--- config.mk ---
export PLATFORM = sky130hd
export DESIGN_NAME = ppe_div
export DESIGN_NICKNAME = d
export VERILOG_FILES = /design/src/design/ppe_pkg.sv /design/src/design/ppe_div.sv
export SDC_FILE = /design/constraint.sdc
export NUM_CORES = 1
export LEC_CHECK = 0
export ABC_AREA = 1
export BUFFER_PORTS_ARGS = -buffer_cell sky130_fd_sc_hd__buf_4
export CAP_MARGIN = 25
export CORE_UTILIZATION = 57
export CTS_CLUSTER_SIZE = 16
export DETAILED_ROUTE_END_ITERATION = 12
export PLACE_DENSITY_LB_ADDON = 0.12
export SYNTH_ARGS = -nofsm -noshare
export SYNTH_HDL_FRONTEND = slang
export SYNTH_SLANG_ARGS = --single-unit
--- constraint.sdc ---
create_clock -name clk -period 2.43 [get_ports clk]
set_clock_uncertainty 0.05 [all_clocks]
set_input_delay 0.486 -clock clk [delete_from_list [all_inputs] [get_ports clk]]
set_output_delay 0.486 -clock clk [all_outputs]
set_load 0.005 [all_outputs]
--- src/design/ppe_pkg.sv ---
// Shared types, codes, reset values and helpers for the particle pool engine.
package ppe_pkg;

  localparam int DEF_POOL_SIZE = 64;

  localparam logic [23:0]        RST_GRAVITY  = 24'd61440;
  localparam logic signed [23:0] RST_FLOOR    = 24'sd410;
  localparam logic [15:0]        RST_BOUNCE   = 16'd19661;
  localparam logic [15:0]        RST_FRICTION = 16'd52429;

  localparam logic [7:0]  ALPHA_MAX = 8'd255;
  // ceil(2^23 / 255): floor(x*RECIP_255 / 2^23) is x/255 or one above for x < 2^24
  localparam logic signed [17:0] RECIP_255 = 18'sd32897;

  typedef enum logic [1:0] {
    REQ_SPAWN = 2'd0,
    REQ_TICK  = 2'd1,
    REQ_DRAW  = 2'd2,
    REQ_NONE  = 2'd3
  } req_t;

  typedef enum logic [1:0] {
    ST_DRAWN   = 2'd0,
    ST_SPAWNED = 2'd1,
    ST_FULL    = 2'd2,
    ST_EMPTY   = 2'd3
  } status_t;

  typedef enum logic [1:0] {
    REG_GRAVITY  = 2'd0,
    REG_FLOOR    = 2'd1,
    REG_BOUNCE   = 2'd2,
    REG_FRICTION = 2'd3
  } reg_idx_t;

  typedef struct packed {
    logic signed [23:0] px;
    logic signed [23:0] py;
    logic signed [23:0] pz;
    logic signed [23:0] vx;
    logic signed [23:0] vy;
    logic signed [23:0] vz;
    logic [15:0]        life_left;
    logic [15:0]        life_init;
    logic [15:0]        size;
    logic [23:0]        rgb;
  } slot_rec_t;

  typedef struct packed {
    logic        start;
    logic [23:0] num;
    logic [15:0] den;
  } div_req_t;

  function automatic logic signed [23:0] sat24(input logic signed [27:0] v);
    logic signed [27:0] hi;
    logic signed [27:0] lo;
    hi = 28'sd8388607;
    lo = -28'sd8388608;
    if (v > hi) return 24'sh7FFFFF;
    if (v < lo) return 24'sh800000;
    return v[23:0];
  endfunction

endpackage

--- src/design/ppe_div.sv ---
// Restoring divider, one quotient bit per cycle, 8 quotient bits.
module ppe_div (
  input  logic               clk,
  input  logic               rst,
  input  ppe_pkg::div_req_t  req,
  output logic               busy,
  output logic [7:0]         quot
);
  import ppe_pkg::*;

  logic [15:0] rem;
  logic [15:0] den;
  logic [7:0]  shreg;
  logic [3:0]  cnt;
  logic [16:0] trial;
  logic [16:0] diff;
  logic        fits;

  assign trial = {rem, shreg[7]};
  assign fits  = trial >= {1'b0, den};
  assign diff  = trial - {1'b0, den};

  always_ff @(posedge clk) begin
    if (rst) begin
      busy <= 1'b0;
      cnt  <= '0;
    end else if (req.start) begin
      busy <= 1'b1;
      cnt  <= 4'd8;
    end else if (busy) begin
      cnt <= cnt - 4'd1;
      if (cnt == 4'd1) begin
        busy <= 1'b0;
      end
    end
  end

  always_ff @(posedge clk) begin
    if (req.start) begin
      den   <= req.den;
      quot  <= '0;
      // top bits are known smaller than the divisor
      rem   <= req.num[23:8];
      shreg <= req.num[7:0];
    end else if (busy) begin
      rem   <= fits ? diff[15:0] : trial[15:0];
      shreg <= {shreg[6:0], 1'b0};
      quot  <= {quot[6:0], fits};
    end
  end

endmodule

==> flow_summary.json <==
{
  "whs_ps": 295,
  "core_area_sq_um": 5640,
  "synth_edf_count": 40,
  "clock_latency_ps": 300,
  "ys_seq_area_frac": 0.425,
  "avgViaCountPerCell": 5.05,
  "avgRoutedWirePerCell_um": 12.7,
  "critical_path.cell_chain": "ha_1 > nand2_1 > nor2_1 > nand3_1 > nor2_4 > nor2_4 > buf_4 > nand2_4 > nand3_1 > nand2_1 > nand2_1",
  "gp_congestion": 0.947,
  "yosys-top-cells-area": "edfxtp_1 35%, nand2_1 16%, inv_1 8.5%",
  "dpl_worst_slack_ps": 56.2,
  "cts_hold_buf": 0,
  "placement.io_buffers": 51,
  "crit_fanout": 17,
  "final_util": 0.712,
  "cellLeakagePower_uw": 0.00204,
  "fmax_mhz": 439,
  "num_vias": 2879,
  "grt_remaining_overflow": 0,
  "rows": 27,
  "path_clk_slew_ps": 90,
  "dieWidth_um": 79.6,
  "dp_hpwl_mm": 5.70,
  "hold_violations": 0,
  "syn_to_final_growth_pct": 16.9,
  "grt_max_degree": 30,
  "ant_nets": 0,
  "cts_buffers": 5,
  "syn_nets": 504,
  "rsz0062_at_grt": "false",
  "nNetsFinal": 559,
  "maxCapViolations": 0,
  "yosysMostFrequentCell": "nand2_1",
  "synth_area_leader_cell": "edfxtp_1",
  "nFillCells": 466,
  "status": "finished clean",
  "fin_crit_sh": 0.937,
  "timing.max_slew.rel_slack": 0.788,
  "antenna_found_initial": 0,
  "worstPathArrival_ps": 2290,
  "synth_cells": 442,
  "end_kind": "register",
  "synth_top_area_share": 0.350,
  "finalSetupViolCount": 0,
  "critPathRequiredTime_ps": 2440,
  "diodes": 0,
  "synthTopCellsByCount": "145 x nand2_1, 78 x inv_1, 40 x edfxtp_1",
  "worst_slack_ps": 153,
  "stdcell_count": 570,
  "drtIter0Drc": 190,
  "synth_seq_cells": 53,
  "cts_setup_buffers": 0,
  "critPathKind": "reg -> reg",
  "worstMarginPinSlew_ps": 317,
  "ir_worst_vdd_mv": 0.485,
  "yosys_most_used_dff": "edfxtp_1",
  "ios": 52,
  "grt_pass1_wl_mm": 12.4,
  "synthArstFlopShare": 0,
  "finalSetupTns_ps": 0,
  "die_area_sq_um": 6340,
  "cpMaxStageDelayCell": "edfxtp_1",
  "place_inst": 562,
  "cts_tree": "yes",
  "syn_area_sq_um": 3440,
  "ys_warn_count": 0,
  "period_needed_ps": 2280,
  "drive_gt1_frac": 0.197,
  "hold_path_class": "in -> reg",
  "die_h_um": 79.6,
  "avgSynthCellArea_sq_um": 7.77,
  "crit_top_cell": "nand2_1",
  "grt_pass1_vias": 2806,
  "cts.sinks": 53,
  "slew_viol_final": 0,
  "clock_path_buffers": 2,
  "wl_mm": 7.25,
  "drcViolationCount": 0,
  "ys_types": 36,
  "powerDensity_nw_per_um2": 734,
  "root_buffer": "clkbuf_8",
  "max_stage_delay_ps": 410,
  "crit_path_start_kind": "register",
  "dr.pass1.iters": 5,
  "htree_levels": 2,
  "grtUsageTotal": 0.255,
  "start_util": 0.609,
  "cts_resized": 0
}
==> layer usage <==
layer  track usage  up-vias  share of wire
met5             0        -              0
met1         0.368     1297           0.48
met3        0.0343        5          0.057
li1              -     1500              -
met4        0.0727        0         0.0095
met2         0.397       77           0.45
==> where the power goes <==
| part | total [uW] | internal (uW) | switching (uW) |
|---|---|---|---|
| clock | 543 | 265 | 278 |
| combinational | 1250 | 479 | 771 |
| sequential | 1160 | 1110 | 49.8 |
==> final cells by class <==
class | count | area [sq um] | area share
multi-input cells | 299 | 1620 | 0.403
flip-flops and latches | 53 | 1460 | 0.364
repair buffers | 57 | 440 | 0.110
inverters | 81 | 304 | 0.0757
clock buffers | 7 | 97.6 | 0.0243
well taps | 72 | 90.1 | 0.0224
clock inverters | 1 | 5.00 | 0.00125
==> flip-flops by register name, summed over array words and instances, names as in the netlist <==
name / flops
shreg: 8
rem: 16
quot: 8
den: 16
busy: 1
cnt: 4
==> stage by stage <==
step           instance area (sq um)  total power [uW]
2_1_floorplan                   3440              2120
3_3_place_gp                    3910              2380
3_5_place_dp                    3910              2410
4_1_cts                         4010              2950
5_1_grt                         4020              3170
6_report                        4020              2950
==> path summary, 6_finish.rpt <==
kind	from	end	slack, ps	cells past startpoint
max	rem[14]	rem[13]	150	11
max reg2reg	rem[14]	rem[13]	150	11
min reg2reg	quot[7]	quot[7]	430	2
min	rst	cnt[3]	300	2
==> kinds of logic (layout without fill, tap and decap cells) <==
| group | count (synthesis) | count (layout) | share of synthesized area |
|---|---|---|---|
| flops | 53 | 53 | 0.425 |
| compound gates | 19 | 19 | 0.0320 |
| xor+xnor | 7 | 7 | 0.0178 |
| simple gates | 254 | 254 | 0.347 |
| buf+inv | 90 | 146 | 0.106 |
| fa+ha+maj | 19 | 19 | 0.0714 |
==> worst max-delay path: cells and delay by family, from the launching register on <==
family / cells / cell delay [ps]
DFF: 1 / 410
and+or+nand+nor: 9 / 1060
buffers and inverters: 1 / 160
adders and majority gates: 1 / 350
==> cells in the final DEF, fill, tap and decap left out, types with 2 or more instances in the layout <==
cell type	n
nand3_2	3
nand2_1	145
xnor2_1	6
nor3_1	2
ha_1	18
nand3_1	37
edfxtp_1	40
a21oi_1	8
o22ai_1	6
nor2_1	19
nand2_4	2
dfxtp_1	13
buf_4	56
nand4_1	4
nor2_2	3
nand2_2	17
inv_1	78
clkbuf_8	5
nand3b_1	12
or2_2	2
nor2_4	4
clkinv_1	2
Note: power is estimated with default switching activity, not from simulation.
