**src/design/ppe_ram.sv**
```systemverilog
// Generic single-write, single-read RAM with registered read data.
module ppe_ram #(
  parameter int WIDTH = 8,
  parameter int DEPTH = 64,
  parameter int AW    = (DEPTH > 1) ? $clog2(DEPTH) : 1
) (
  input  logic             clk,
  input  logic             we,
  input  logic [AW-1:0]    waddr,
  input  logic [WIDTH-1:0] wdata,
  input  logic [AW-1:0]    raddr,
  output logic [WIDTH-1:0] rdata
);

  logic [WIDTH-1:0] mem [DEPTH];

  always_ff @(posedge clk) begin
    if (we) begin
      mem[waddr] <= wdata;
    end
    rdata <= mem[raddr];
  end

endmodule

```
**config.mk**
```make
export PLATFORM = sky130hd
export DESIGN_NAME = ppe_ram
export DESIGN_NICKNAME = d
export VERILOG_FILES = /design/src/design/ppe_ram.sv
export SDC_FILE = /design/constraint.sdc
export NUM_CORES = 1
export LEC_CHECK = 0
export BUFFER_PORTS_ARGS = -buffer_cell sky130_fd_sc_hd__buf_2
export CORE_ASPECT_RATIO = 0.7
export CORE_MARGIN = 5
export CORE_UTILIZATION = 34
export CTS_CLUSTER_SIZE = 40
export DETAILED_ROUTE_END_ITERATION = 8
export MAX_ROUTING_LAYER = met4
export PLACE_DENSITY_LB_ADDON = 0.2
export REMOVE_ABC_BUFFERS = 1
export SYNTH_ARGS = -nofsm -noshare
export SYNTH_HDL_FRONTEND = slang
export SYNTH_SLANG_ARGS = --single-unit
export TNS_END_PERCENT = 1
```
**constraint.sdc**
```tcl
create_clock -name clk -period 2.5 [get_ports clk]
set_input_delay 0.5 -clock clk [delete_from_list [all_inputs] [get_ports clk]]
set_output_delay 0.5 -clock clk [all_outputs]
set_load 0.02 [all_outputs]
```
==> summary.md, run 1 <==
| Metric | Value |
|---|---|
| H-tree depth | 2 |
| Part of the power in the clock network | 40.9% |
| Area Growth Syn to Fin | 19.0% |
| Ratio of cells with drive above 1 in the final layout | 33.7% |
| Distinct cells, synth | 40 |
| Critical-path top delay cell | mux4_2 |
| Post-Synthesis Cell Area | 20,200 um^2 |
| Logic pwr share | 5.8% |
| Setup Viol. Count Final | 0 |
| PostCTS Resize Cnt | 0 |
| CP cell instances | buf_8 > buf_12 > mux4_2 > mux4_2 > nor2_1 > nor3_1 > o2bb2ai_1 |
| Die H | 214 um |
| Internal | 14,300 uW |
| Seq/Total Area, Yosys | 77.0% |
| Critical path type | primary input to flop |
| Post-DP Area | 22,400 um^2 |
| Seq. cell area | 15,500 um^2 |
| Status | finished clean |
| Asr flop ratio synth | 0% |
| CP Data Required Time | 2.94 ns |
| Tightest Hold Check Type | primary input to flop |
| DR pass1 iterations | 5 |
| GP Congestion | 0.809 |
| YS warnings | 0 |
| IO buf count | 29 |
| Number of CTS-inserted buffers | 49 |
| Die width | 301 um |
| Syn Area/Cell | 21.5 um^2 |
| Total routed wirelength | 49,900 um |
| Arr. time, crit path | 2.58 ns |
| Crit path from | raddr[0] |
| Delay-heaviest family, CP | multiplexers |
| Die ar. | 64,400 um^2 |
| Worst setup EP type | flop |
| Peak supply drop | 0.464 mV |
| Starting Density | 34.5% |
| Worst Path Max Fanout | 19 |
| Initial drt markers | 842 |
| Crit path top cell by count | mux4_2 |
| Final HPWL DP | 33,300 um |
| Final-stage net count | 1,142 |
| Fill cells | 5,185 |
| Num ports | 30 |
| Crit-path max cell delay | 0.52 ns |
| Pwr/cell area | 757 nW/um^2 |
| Vias | 9,997 |
| Vias/cell | 5.10 |
| Clock latency on the worst-skew pair | 0.57 ns |
| Worst slack, placed | -0.221 ns |
| Final WS setup | 0.359 ns |
| Post-Synthesis Cells | 940 |
| Pin count of the biggest net entering global routing | 65 |
| DRC viols | 0 |
| TNS Setup | 0 ns |
| Worst-path clk slew | 0.06 ns |
| Multi-input gate area | 4320 um^2 |
| Switching pwr | 3840 uW |
| CTS tree | built |
| Number of nets still failing antenna checks after routing | 0 |
| ANT cells | 0 |
| Worst setup SP type | primary input |
| Worst Max-Slew Pin Slew | 0.596 ns |
| Max_cap viols | 0 |
| Grt ovf | 0 |
| Slew HR | 60.2% |
| Avg WL per Cell | 25.5 um |
| Min cycle time layout | 2.14 ns |
| Post-route cell area | 24,000 um^2 |
| EDFF count, synth | 512 |
| Clock tree sinks | 520 |
| Critical path buffer and inverter count | 2 |
| Final Core Density | 41.0% |
| HP Start | wdata[6] |
| Leak pwr | 0.00772 uW |
| Initial antenna violation count | 1 |
| Max Slew Vio Count | 0 |
| RSZ-0062 raised after global routing | false |
| GRT Total Usage | 16.1% |
| Core ar. | 58,500 um^2 |
| Max Freq | 0.467 GHz |
| Num rows | 74 |
| #FFs+latches synth | 520 |
| Clk buf depth | 3 |
| Reg2reg start | mem[15][1] |
| Vias in the first global route | 10.1k |
| First-pass GRT wire length | 72,700 um |
| Top_reg_cell synth | edfxtp_1 |
| FF-to-FF setup slack | 0.47 ns |
| Clk_skew | 0.0184 ns |
| Clock Tree Root | clkbuf_16 |
| Postcts setup bufs | 0 |
| Post-CTS Hold Buffers | 0 |
| Hold Fails Final Rpt | 0 |
| Sequential Power Share | 53.3% |
| Switch share | 21.2% |
| Period utilisation layout | 85.7% |
[flip-flops by register name, summed over array words and instances, names as in the netlist]
| register | flops |
|---|---|
| rdata | 8 |
| mem | 512 |
[layout make-up]
class	instances	area share, %
Sequential cell	520	64.8
Clock inverter	32	1.15
Tap cell	798	4.16
Clock buffer	60	5.46
Multi-Input combinational cell	369	18.0
Timing Repair Buffer	180	6.49
[final timing paths]
check | endpoint | cells past startpoint
worst max-delay path | rdata[1] | 7
worst min-delay path | mem[56][6] | 1
worst max register to register | rdata[1] | 5
worst min register to register | rdata[4] | 3
[power by group through the flow]
| stage | Clock (uW) | Sequential [uW] | Combinational, uW |
|---|---|---|---|
| final | 7430 | 9680 | 1060 |
| after global routing | 7960 | 9680 | 1130 |
| after CTS | 7580 | 9680 | 1080 |
| after detailed placement | 0 | 9870 | 1070 |
| after global placement | 0 | 9870 | 1070 |
| after floorplan | 0 | 9870 | 374 |
[stage by stage]
step                total power (uW)  instances  hold WS [ns]
finish                         18200       1959         0.390
global route                   18800       1959         0.388
CTS                            18300       1959         0.375
detailed placement             10900       1867         0.807
global placement               10900       1867         0.797
floorplan                      10200        889         0.599
[cells in the final DEF, fill, tap and decap left out, drive strengths merged, types with 5 or more instances in the layout]
| cell type | instances |
|---|---|
| edfxtp | 512 |
| buf | 180 |
| mux4 | 126 |
| nor2 | 83 |
| clkbuf | 60 |
| clkinv | 25 |
| mux2i | 23 |
| nand2 | 19 |
| nor2b | 14 |
| mux2 | 13 |
| nand3 | 13 |
| o221ai | 8 |
| o22ai | 8 |
| dfxtp | 8 |
| nand2b | 7 |
| nor3 | 7 |
| a221oi | 6 |
| bufinv | 5 |
[per-layer routing]
layer | part of all wire, % | GRT usage, % | vias to the layer above
li1 | - | - | 4295
met1 | 50 | 24.9 | 5350
met2 | 42 | 22.2 | 291
met3 | 6.2 | 3.31 | 61
met4 | 1.4 | 2.79 | 0
met5 | 0 | - | -
[synth_stat cells (all sizes together), types with 4 or more instances]
library cell,n,share of area (%)
a221oi,6,0.26
nand3,13,0.32
mux2i,23,1.1
mux2,13,0.73
o22ai,8,0.25
a211oi,4,0.15
nor3,7,0.17
dfxtp,8,0.79
clkbuf,17,0.32
edfxtp,512,76
o21ai,4,0.099
nor2,83,1.5
buf,34,1.3
nand2b,7,0.22
mux4,126,14
nand2,19,0.35
nor2b,14,0.43
o221ai,8,0.35
[cells by family (layout without fill, tap and decap cells)]
| group | Yosys count | after routing | synth area share (%) |
|---|---|---|---|
| DFF | 520 | 520 | 77.0 |
| buffers and inverters | 51 | 272 | 1.57 |
| muxes | 162 | 162 | 15.9 |
| and+or+nand+nor | 153 | 153 | 3.39 |
| AOI/OAI and AO/OA | 54 | 54 | 2.07 |
No activity file was read; power rests on OpenSTA's default activity.
==> inputs of run 2 (changes only) <==
--- a/config.mk
+++ b/config.mk
@@ -13,6 +13,7 @@
 export DETAILED_ROUTE_END_ITERATION = 8
 export MAX_ROUTING_LAYER = met4
 export PLACE_DENSITY_LB_ADDON = 0.2
+export RECOVER_POWER = 100
 export REMOVE_ABC_BUFFERS = 1
 export SYNTH_ARGS = -nofsm -noshare
 export SYNTH_HDL_FRONTEND = slang
==> summary.md, run 2 (synthesized netlist as in run 1, its figures left out) <==
| Metric | Value |
|---|---|
| Clock Tree Root | clkbuf_16 |
| Commonest cells after routing, fill and taps aside | edfxtp_1 (512), mux4_2 (126), clkbuf_1 (111), nor2_1 (83), clkbuf_16 (51) |
| Number of CTS-inserted buffers | 49 |
| Max Freq | 0.460 GHz |
| CP Data Required Time | 2.94 ns |
| RSZ-0062 raised after global routing | false |
| First-pass GRT wire length | 72,700 um |
| Worst setup SP type | primary input |
| Hold path cells | 3 |
| Core ar. | 58,500 um^2 |
| Delay-heaviest family, CP | buffers and inverters |
| DRC viols | 0 |
| GP Congestion | 0.809 |
| Largest Register | mem |
| DR pass1 iterations | 4 |
| Final-stage net count | 1,142 |
| Pwr/cell area | 769 nW/um^2 |
| Reg2reg start | mem[15][1] |
| Crit path to | rdata[3] |
| Tightest Hold Check Type | primary input to flop |
| Worst Max-Slew Pin Slew | 1.56 ns |
| Registers with the most flip-flops | mem x512, rdata x8 |
| Max reg flops | 512 |
| Vias in the first global route | 10.1k |
| CP cell instances | buf_8 > clkbuf_2 > mux4_2 > nor2b_1 > a2111oi_0 > buf_4 > o41ai_1 |
| Num ports | 30 |
| Critical-path top delay cell | mux4_2 |
| Logic pwr share | 5.6% |
| Vias | 10.0k |
| Post-CTS Hold Buffers | 0 |
| IO buf count | 29 |
| Number of nets still failing antenna checks after routing | 0 |
| Crit-path max cell delay | 0.53 ns |
| Clk buf depth | 3 |
| Crit path from | raddr[0] |
| Die width | 301 um |
| Final Non-Filler Cells | 1,959 |
| Initial antenna violation count | 1 |
| Critical path buffer and inverter count | 3 |
| ANT cells | 0 |
| Postcts setup bufs | 0 |
| R2r endpoint | rdata[1] |
| Setup Viol. Count Final | 0 |
| Worst setup EP type | flop |
| Num rows | 74 |
| Pin count of the biggest net entering global routing | 65 |
| Die ar. | 64,400 um^2 |
| Min cycle time layout | 2.17 ns |
| Sequential Power Share | 53.5% |
| Grt ovf | 0 |
| Clock latency on the worst-skew pair | 0.57 ns |
| Critical path type | primary input to flop |
| Die H | 214 um |
| Crit path depth | 7 |
| Max Slew Vio Count | 65 |
| Peak supply drop | 0.465 mV |
| GRT Total Usage | 16.1% |
| Placed insts | 1,867 |
| FF-to-FF setup slack | 0.44 ns |
| Part of the power in the clock network | 40.9% |
| Starting Density | 34.5% |
| Leak pwr | 0.00729 uW |
| Failing checks | max-capacitance violations, max-slew violations |
| Internal | 14,300 uW |
| Ratio of cells with drive above 1 in the final layout | 24.9% |
| Arr. time, crit path | 2.61 ns |
| Worst R2R Path Depth | 5 |
| Switch share | 21.2% |
| Hold Fails Final Rpt | 0 |
| CTS tree | built |
| Initial drt markers | 986 |
| Fill cells | 5,286 |
| Most common cell after layout, fill and taps aside | edfxtp_1 |
| Vias/cell | 5.13 |
| Clock tree sinks | 520 |
| PostCTS Resize Cnt | 0 |
| Switching pwr | 3840 uW |
| Avg WL per Cell | 25.6 um |
| Hold WS | 0.414 ns |
| Max_cap viols | 1 |
| Status | finished, violations left |
| HP Start | raddr[5] |
| Clk_skew | 0.0221 ns |
| Worst-path clk slew | 0.07 ns |
| Worst Path Max Fanout | 19 |
| Slew HR | -3.80% |
| Area Growth Syn to Fin | 16.8% |
| Final HPWL DP | 33,300 um |
| H-tree depth | 2 |
| Period utilisation layout | 86.9% |
| Final Core Density | 40.3% |
| Total routed wirelength | 50,100 um |
## run 2: final cells by class
type                    instances  area (um^2)  share of cell area (%)
clock inverters                32          275                    1.17
multi-input cells             369         4320                    18.3
clock buffers                  60         1310                    5.56
repair buffers                180         1130                    4.78
well taps                     798          998                    4.24
flip-flops and latches        520        15500                    65.9
## run 2: how the worst min path moves through the flow
stage	slack [ns]	to
2_1_floorplan	0.60	mem[0][0]
3_3_place_gp	0.80	rdata[4]
3_5_place_dp	0.81	rdata[4]
4_1_cts	0.37	mem[56][6]
5_1_grt	0.39	rdata[4]
6_report	0.41	rdata[4]
## run 2: metal layers
layer / track usage, % / up-vias / routed length, um
li1: - / 4293 / -
met1: 24.9 / 5373 / 24700
met2: 22.2 / 314 / 21200
met3: 3.31 / 61 / 3420
met4: 2.79 / 0 / 732
met5: - / - / 0
## run 2: metrics by stage
step | setup slack [ns] | power [uW] | TNS, ns | instance area (um^2)
floorplan | 0.639 | 10200 | 0 | 19900
global placement | -0.204 | 10900 | -0.454 | 22400
detailed placement | -0.221 | 10900 | -0.494 | 22400
CTS | 0.384 | 18300 | 0 | 24000
global route | 0.198 | 18700 | 0 | 23600
finish | 0.328 | 18100 | 0 | 23600
## run 2: worst reg2reg max path: stages, from the launching register on
cell       delay [ns]
edfxtp_1         0.36
mux4_2           0.48
mux4_2           0.54
nor2_1           0.31
nor3_1           0.09
o2bb2ai_1        0.15
## run 2: power by group through the flow
stage | combinational, uW | clock (uW) | sequential (uW)
after floorplan | 374 | 0 | 9870
after global placement | 1070 | 0 | 9870
final | 1020 | 7420 | 9690
after global routing | 1090 | 7960 | 9690
after CTS | 1080 | 7580 | 9680
after detailed placement | 1070 | 0 | 9870
