--- config.mk ---
export PLATFORM = sky130hd
export DESIGN_NAME = ppe_mul
export DESIGN_NICKNAME = d
export VERILOG_FILES = /design/src/design/ppe_mul.sv
export SDC_FILE = /design/constraint.sdc
export NUM_CORES = 1
export LEC_CHECK = 0
export BUFFER_PORTS_ARGS = -buffer_cell sky130_fd_sc_hd__buf_2
export CAP_MARGIN = 20
export CORE_ASPECT_RATIO = 1.1
export CORE_MARGIN = 4
export CORE_UTILIZATION = 55
export DETAILED_ROUTE_END_ITERATION = 16
export PLACE_DENSITY_LB_ADDON = 0.15
export SLEW_MARGIN = 20
export SYNTH_ARGS = -nofsm -noshare
export SYNTH_HDL_FRONTEND = slang
export SYNTH_SLANG_ARGS = --single-unit
export TNS_END_PERCENT = 20
--- constraint.sdc ---
create_clock -name clk -period 11.4 [get_ports clk]
set_clock_uncertainty 0.2 [all_clocks]
set_input_delay 0 -clock clk [delete_from_list [all_inputs] [get_ports clk]]
set_output_delay 0 -clock clk [all_outputs]
set_load 0.1 [all_outputs]
--- src/design/ppe_mul.sv ---
// Shared signed multiplier with registered product.
module ppe_mul (
  input  logic               clk,
  input  logic signed [24:0] a,
  input  logic signed [17:0] b,
  output logic signed [42:0] p
);

  always_ff @(posedge clk) begin
    p <= a * b;
  end

endmodule

==> flow_metrics.py, run 1 <==
metrics = {
    "floorplan": {
        "core_area_um2": 29900,
        "initial_core_util_pct": 56.4,
        "fp-row-count": 66,
        "die_w_um": 175,
        "die_h_um": 192,
        "die_area_um2": 33500,
        "io_pins": 87,
    },
    "worst_setup_path": {
        "path_class": "in2reg",
        "crit_arrival_ns": 6.87,
        "worstSetupEndpointType": "register",
        "critPathTopFamily": "adder cells",
        "start_kind": "input port",
        "cp.required_ns": 11.43,
        "path_cells": "buf_2, nand2_1, inv_1, fa_1, inv_1, fa_1, fa_1, inv_1, fa_1, fa_1, inv_1, fa_1, inv_1, ha_1, nand2_1, nor3_1, and4_1, a31o_1, o31ai_4, o311ai_1, a2111oi_1, a311oi_1",
        "path_buf_inv": 6,
        "critPathSlowestCell": "nor3_1",
        "cpMostUsedCell": "fa_1",
        "critPathMaxFanout": 25,
        "critPathMaxStageDelay_ns": 0.67,
    },
    "clocking": {
        "cts_buffer_depth": 2,
        "clkSlewWorstSetupHoldPaths_ns": 0.06,
        "cts_buffers": 5,
        "cts_max_level": 2,
        "tritoncts": "done",
        "cts-root-buf": "clkbuf_16",
        "cts.sink_count": 43,
    },
    "finish": {
        "drive_gt1_share_pct": 5.41,
        "multi_input_area_um2": 13800,
        "fin_util_pct": 59.3,
        "nets": 2478,
        "fillers": 2723,
        "largest_reg_flops": 43,
        "largestRegisters": "p (43)",
        "area_growth_pct": 5.10,
        "finish.instance_area_um2": 17700,
        "seqCellArea_um2": 861,
        "max_flop_register": "p",
    },
    "logic_synthesis": {
        "synth_area_leaders": "fa_1 52%, inv_1 11%, ha_1 7.9%",
        "syn_inst": 1863,
        "synth_top_area_cell": "fa_1",
        "synth_top_area_share_pct": 52.3,
        "synth_flop_cell": "dfxtp_1",
        "ys_warn_count": 0,
        "yosysMostFrequentCell": "inv_1",
        "yosysSeqAreaShare_pct": 5.10,
        "syn_area_per_cell_um2": 9.05,
        "syn_nets": 2455,
        "netlist_top_cells_count": "515 x inv_1, 441 x fa_1, 277 x nand2_1, 167 x and2_1, 107 x ha_1",
        "synthDistinctLibCells": 49,
        "synth-seq-cells": 43,
        "synth-edff-count": 0,
        "synth-async-reset-ratio_pct": 0,
        "syn-cell-area_um2": 16900,
    },
    "sta": {
        "fin_crit_ns": 6.83,
        "setup_viol": 0,
        "slew_violations": 0,
        "finalHoldViolCount": 0,
        "max_freq_mhz": 146,
        "worst_slew_pin_slew_ns": 0.999,
        "fin_tns_setup_ns": 0,
        "fin_crit_sh_pct": 60.0,
        "relSlewSlack_pct": 32.7,
        "rsz0062_at_grt": "false",
    },
    "global_route": {
        "grt_pass1_vias": 13500,
        "grt_pass1_wl_um": 68000,
        "grt.total_usage_pct": 26.0,
        "antenna_found_initial": 1,
        "grt_max_degree": 26,
        "grt-ovfl-total": 0,
    },
    "drt": {
        "drc": 0,
        "wl_um": 40400,
        "vias": 12100,
        "drt_iter0_markers": 595,
        "wl_per_cell_um": 17.6,
        "drt_first_pass_iters": 5,
        "antenna_left": 0,
        "via_per_inst": 5.29,
    },
    "placed_design": {
        "dp_hpwl_um": 33600,
        "placed_area_um2": 17500,
        "io_buffers": 86,
        "place_congestion": 0.859,
    },
    "run_status": {
        "status": "complete, no violations",
    },
    "run": {
        "cap_violations": 0,
    },
    "min_path": {
        "hold_path.class": "in2reg",
    },
}
[metrics by stage]
| step | worst slack (ns) | std cells | hold slack, ns |
|---|---|---|---|
| after floorplan | 5.44 | 1863 | -0.0783 |
| after global placement | 4.29 | 2286 | 0.323 |
| after detailed placement | 4.28 | 2286 | 0.330 |
| after CTS | 4.61 | 2295 | 0.0256 |
| after global routing | 4.20 | 2295 | 0.0497 |
| final | 4.57 | 2296 | 0.0290 |
[logic make-up after synthesis]
logic type	count (synthesis)	share of synthesized area, %
adder cells (fa/ha/maj)	548	60.3
buffers and inverters	586	13.0
AND/OR/NAND/NOR	529	14.8
flip-flops	43	5.10
AO/OA/AOI/OAI	122	4.99
XOR/XNOR	35	1.82
[worst paths after layout]
| path | startpoint | end | slack (ns) | cells after the start |
|---|---|---|---|---|
| max | b[3] | p[42]$_DFF_P_ | 4.57 | 22 |
| min | b[0] | p[0]$_DFF_P_ | 0.03 | 2 |
[layout make-up]
cell class / count / share of cell area, %
diodes: 1 / 0.0141
well taps: 408 / 2.88
multi-input cells: 1234 / 77.9
clock inverters: 3 / 0.268
clock buffers: 5 / 0.706
flip-flops and latches: 43 / 4.86
repair buffers: 87 / 2.48
inverters: 515 / 10.9
[timing repair]
action | 4_1_cts | 5_1_grt
gates resized for setup | 0 | 0
buffers inserted | 0 | 0
hold buffers | 1 | 0
hold endpoints to repair | 1 | 0
[placed cells by master (no fill, tap or decap), types with 3 or more instances in the layout]
cell type,instances
a211oi_1,7
a21boi_0,3
a21o_1,11
a21oi_1,31
a31oi_1,5
and2_1,167
buf_2,86
clkbuf_16,5
dfxtp_1,43
fa_1,441
ha_1,107
inv_1,515
nand2_1,277
nand2b_1,11
nand3_1,5
nand4_1,4
nor2_1,46
nor2b_1,6
nor3_1,7
o211ai_1,3
o21a_1,6
o21ai_0,22
o21bai_1,5
o311ai_1,4
xnor2_1,31
xor2_1,4
[per-layer routing]
metal | up-vias | GRT usage, % | wire length (um)
met1 | 6294 | 31.0 | 15100
met2 | 360 | 47.4 | 21500
met4 | 2 | 10.8 | 1830
met3 | 106 | 3.68 | 1890
li1 | 5383 | - | -
met5 | - | 0 | 12
Power of run 1 is left out: the tool's default activity adds up to more than one toggle a clock period on the data nets, which glitch-free logic cannot reach.
==> run 2: changes to the inputs <==
- ABC_AREA: unset -> 1
- clock period: 11.4 -> 6.8 ns (I/O delays scaled with it)
==> run 2 against run 1 <==
  * Via count up 18%
  * Critical path depth down 3
  * Synthesized cell count up 30%
  * Synthesized area up 8.6%
  * Wire length up 17%
  * Global-route usage up 1.8 points
  * Sequential cell count unchanged
  * Die area up 8.2%
  * Worst hold slack worse by 0.0077 ns
  * Non-clock buffer count unchanged
  * Cell area up 7.4%
  * Cell count up 23%
==> flow_metrics.py, run 2 <==
metrics = {
    "placed_design": {
        "dp_hpwl_um": 40000,
        "preCtsSetupSlack_ns": 0.785,
        "io_buffers": 86,
        "place_congestion": 0.938,
    },
    "logic_synthesis": {
        "synth_top_area_cell": "fa_1",
        "syn_nets": 3005,
        "synth_area_leaders": "fa_1 48%, inv_1 16%, nand2_1 14%",
        "ys_warn_count": 0,
        "synth_top_area_share_pct": 48.2,
        "syn_area_per_cell_um2": 7.59,
        "synth-async-reset-ratio_pct": 0,
        "yosysMostFrequentCell": "inv_1",
        "syn_inst": 2413,
        "yosysSeqAreaShare_pct": 4.70,
        "netlist_top_cells_count": "764 x inv_1, 698 x nand2_1, 441 x fa_1, 107 x ha_1, 98 x clkbuf_1",
        "syn-cell-area_um2": 18300,
        "synth-seq-cells": 43,
        "synthDistinctLibCells": 28,
        "synth_flop_cell": "dfxtp_1",
        "synth-edff-count": 0,
    },
    "min_path": {
        "hold_path.class": "in2reg",
        "hold_end": "p[0]$_DFF_P_",
        "worstHoldStart": "b[0]",
        "holdPathStages": 3,
    },
    "finish": {
        "area_growth_pct": 3.99,
        "nets": 2996,
        "layout_common_cells": "764 x inv_1, 698 x nand2_1, 441 x fa_1",
        "largestRegisters": "p (43)",
        "drive_gt1_share_pct": 5.91,
        "max_flop_register": "p",
        "fin_util_pct": 58.5,
        "largest_reg_flops": 43,
        "layout_commonest_cell": "inv_1",
    },
    "floorplan": {
        "core_area_um2": 32500,
        "die_w_um": 182,
        "initial_core_util_pct": 56.3,
        "fp-row-count": 69,
        "io_pins": 87,
        "die_area_um2": 36300,
        "die_h_um": 199,
    },
    "clocking": {
        "clkSlewWorstSetupHoldPaths_ns": 0.06,
        "tritoncts": "done",
        "cts_buffer_depth": 2,
        "cts_max_level": 2,
        "cts-resized-gates": 0,
        "cts-root-buf": "clkbuf_16",
        "cts_buffers": 5,
        "postCtsSetupBuffers": 0,
        "cts.sink_count": 43,
        "cts_hold_buf": 0,
    },
    "sta": {
        "relSlewSlack_pct": 30.0,
        "max_freq_mhz": 172,
        "fin_crit_sh_pct": 85.4,
        "setup_viol": 0,
        "rsz0062_at_grt": "false",
        "finalHoldViolCount": 0,
        "setup_ws_ns": 0.994,
        "slew_violations": 0,
        "fin_tns_setup_ns": 0,
        "worst_slew_pin_slew_ns": 1.05,
        "fin_crit_ns": 5.81,
    },
    "drt": {
        "drt_first_pass_iters": 5,
        "vias": 14300,
        "wl_per_cell_um": 16.8,
        "via_per_inst": 5.05,
        "wl_um": 47500,
        "antenna_left": 0,
        "drc": 0,
        "drt_iter0_markers": 806,
    },
    "worst_setup_path": {
        "cp-startpoint": "b[6]",
        "crit_arrival_ns": 5.79,
        "path_class": "in2reg",
        "critPathSlowestCell": "fa_1",
        "worstSetupEndpointType": "register",
        "cpMostUsedCell": "fa_1",
        "start_kind": "input port",
        "critPathMaxStageDelay_ns": 0.67,
        "critPathMaxFanout": 25,
        "path_cells": "buf_2, nand2_1, fa_1, inv_1, fa_1, fa_1, inv_1, fa_1, inv_1, fa_1, fa_1, ha_1, inv_1, nor3_1, nand2_1, nor2_1, nand3_1, nand4_1, nand2_1",
        "cp.required_ns": 6.78,
    },
    "global_route": {
        "grt_max_degree": 27,
        "grt_pass1_wl_um": 80200,
        "grt.total_usage_pct": 27.8,
        "antenna_found_initial": 6,
        "grt_pass1_vias": 15900,
        "grt-ovfl-total": 0,
    },
    "run": {
        "cap_violations": 0,
    },
    "run_status": {
        "status": "complete, no violations",
    },
}
## run 2: cell types whose count changed after synthesis, moves of 12 or more
cell      change
and2_1      -167
xor2_1       +16
nor2_1       +36
nand3_1      +44
clkbuf_1     +28
inv_1       +249
o21ai_0      -20
nand2_2      +12
xnor2_1      -28
nand2_1     +421
## run 2: logic make-up (layout without fill, tap and decap cells)
logic type / count (synthesis) / count (layout) / synth area share [%]
XOR/XNOR: 23 / 23 / 1.10
adder cells (fa/ha/maj): 548 / 548 / 55.5
flip-flops: 43 / 43 / 4.70
other: 0 / 1 / 0
buffers and inverters: 873 / 864 / 17.9
AND/OR/NAND/NOR: 883 / 883 / 19.4
AO/OA/AOI/OAI: 43 / 43 / 1.41
## run 2: metrics by stage
stage / area [um2] / std cells / hold WS [ns]
6_report: 19000 / 2831 / 0.0214
4_1_cts: 19000 / 2830 / 0.0162
5_1_grt: 19000 / 2831 / 0.0518
3_3_place_gp: 18900 / 2823 / 0.299
2_1_floorplan: 18300 / 2413 / 0.0767
3_5_place_dp: 18900 / 2823 / 0.308
## run 2: cell type report
class / count / area [um2]
multi-input combinational: 1497 / 14200
inverter: 770 / 2890
tap: 426 / 533
fill: 3068 / 13500
sequential: 43 / 861
clock buffer: 6 / 139
timing repair buffer: 87 / 438
clock inverter: 1 / 5.00
antenna: 1 / 2.50
## run 2: worst max path at each step
stage | endpoint | cells past startpoint
3_3_place_gp | p[41]$_DFF_P_ | 19
5_1_grt | p[41]$_DFF_P_ | 19
6_report | p[41]$_DFF_P_ | 19
2_1_floorplan | p[41]$_DFF_P_ | 20
3_5_place_dp | p[41]$_DFF_P_ | 19
4_1_cts | p[41]$_DFF_P_ | 19
## run 2: metal layers
layer	track usage (%)	vias to the layer above	part of all wire, %
met5	0	-	0.13
met4	8.28	10	3.2
met3	3.33	112	5.4
met2	50.7	412	52
met1	35.0	7169	39
li1	-	6597	-
## run 2: critical path: cells and delay by family
family        cells  cell delay [ns]
fa+ha+maj         7             3.73
buf+inv           5             0.81
simple gates      7             1.23
Power of run 2 is left out for the same reason.
==> run 3: changes to the inputs <==
- CORE_ASPECT_RATIO: 1.1 -> 0.75
==> run 3 against run 2 <==
  * Die area hardly changed
  * Cell area is 0.76% higher
  * Worst hold slack better by 0.052 ns
  * Cell count is 0.99% higher
  * Via count is 0.27% higher
  * Core utilization is 0.36 points higher
  * Non-clock buffer count is 10 higher
  * Maximum frequency is 2.7% lower
  * Count of clock-buffer cells in the layout stayed put
  * Global-route usage is 1.5 points higher
  * Setup slack worse by 0.16 ns
==> flow_metrics.py, run 3 (synthesis results as in run 2) <==
metrics = {
    "floorplan": {
        "core_area_um2": 32600,
        "fp-row-count": 57,
        "initial_core_util_pct": 56.2,
        "die_h_um": 166,
        "io_pins": 87,
        "die_w_um": 219,
        "die_area_um2": 36300,
    },
    "drt": {
        "vias": 14300,
        "antenna_left": 0,
        "wl_um": 50200,
        "drt_first_pass_iters": 7,
        "drc": 0,
        "via_per_inst": 5.02,
        "wl_per_cell_um": 17.6,
        "drt_iter0_markers": 970,
    },
    "worst_setup_path": {
        "cp.required_ns": 6.79,
        "worstSetupEndpointType": "register",
        "path_class": "in2reg",
        "crit_arrival_ns": 5.96,
        "critPathMaxFanout": 20,
        "start_kind": "input port",
    },
    "placed_design": {
        "dp_hpwl_um": 41900,
        "placed_area_um2": 19000,
        "place_congestion": 1.02,
        "io_buffers": 86,
    },
    "min_path": {
        "hold_end": "p[0]$_DFF_P_",
        "hold_path.class": "in2reg",
        "worstHoldStart": "b[0]",
        "holdPathStages": 4,
    },
    "run_status": {
        "status": "complete, no violations",
    },
    "finish": {
        "nets": 3006,
        "finish.instance_area_um2": 19200,
        "layout_commonest_cell": "inv_1",
        "area_growth_pct": 4.78,
        "drive_gt1_share_pct": 6.25,
        "layout_common_cells": "764 x inv_1, 698 x nand2_1, 441 x fa_1",
        "largestRegisters": "p (43)",
        "largest_reg_flops": 43,
        "fillers": 3100,
        "max_flop_register": "p",
    },
    "clocking": {
        "cts_buffer_depth": 2,
        "cts_hold_buf": 1,
        "cts.sink_count": 43,
        "cts-resized-gates": 0,
        "cts_buffers": 5,
        "cts-root-buf": "clkbuf_16",
        "clkSlewWorstSetupHoldPaths_ns": 0.07,
        "postCtsSetupBuffers": 0,
        "cts_max_level": 2,
        "tritoncts": "done",
    },
    "sta": {
        "fin_crit_sh_pct": 87.7,
        "finalHoldViolCount": 0,
        "relSlewSlack_pct": 39.6,
        "fin_crit_ns": 5.97,
        "worst_slew_pin_slew_ns": 0.905,
        "setup_viol": 0,
        "slew_violations": 0,
        "max_freq_mhz": 168,
        "rsz0062_at_grt": "false",
        "fin_tns_setup_ns": 0,
    },
    "run": {
        "cap_violations": 0,
    },
    "global_route": {
        "grt.total_usage_pct": 29.3,
        "grt_pass1_wl_um": 83500,
        "grt_max_degree": 26,
        "grt-ovfl-total": 0,
        "grt_pass1_vias": 15700,
        "antenna_found_initial": 3,
    },
}
-- run 3: cell type report --
class                   count  area (um2)  share of cell area, %
well taps                 442         553                   2.88
clock buffers               6         129                  0.672
diodes                      2        5.00                 0.0261
repair buffers             97         515                   2.69
multi-input cells        1497       14200                   73.9
clock inverters             2        60.1                  0.313
inverters                 770        2890                   15.1
flip-flops and latches     43         861                   4.49
-- run 3: how the worst max path moves through the flow --
stage	from	endpoint
floorplan	a[24]	p[41]$_DFF_P_
global placement	b[6]	p[41]$_DFF_P_
detailed placement	b[6]	p[41]$_DFF_P_
CTS	b[6]	p[41]$_DFF_P_
global route	b[6]	p[41]$_DFF_P_
finish	b[6]	p[41]$_DFF_P_
-- run 3: stage by stage --
step	hold WS [ns]	worst slack [ns]	utilization (%)	std cells
3_3_place_gp	0.220	0.705	58.3	2848
5_1_grt	0.114	0.576	58.9	2859
3_5_place_dp	0.210	0.547	58.3	2848
2_1_floorplan	0.0767	1.38	-	2413
6_report	0.0736	0.834	58.9	2859
4_1_cts	0.0897	0.865	58.9	2857
-- run 3: metal layers --
layer | vias up | part of all wire (%) | track usage [%]
li1 | 6623 | - | -
met1 | 7086 | 43 | 40.9
met2 | 533 | 46 | 48.5
met3 | 97 | 8.3 | 5.14
met4 | 0 | 2.8 | 6.45
met5 | - | 0 | 0
-- run 3: worst max-delay path: stages --
cell     delay, ns
buf_2         0.48
nand2_1       0.31
fa_1          0.60
inv_1         0.07
fa_1          0.82
fa_1          0.55
fa_1          0.55
inv_1         0.05
fa_1          0.48
inv_1         0.05
fa_1          0.43
ha_1          0.43
inv_1         0.13
nor3_1        0.40
nand2_1       0.15
nor2_1        0.16
nand3_1       0.12
nand4_1       0.10
nand2_1       0.06
Power of run 3 is left out for the same reason.
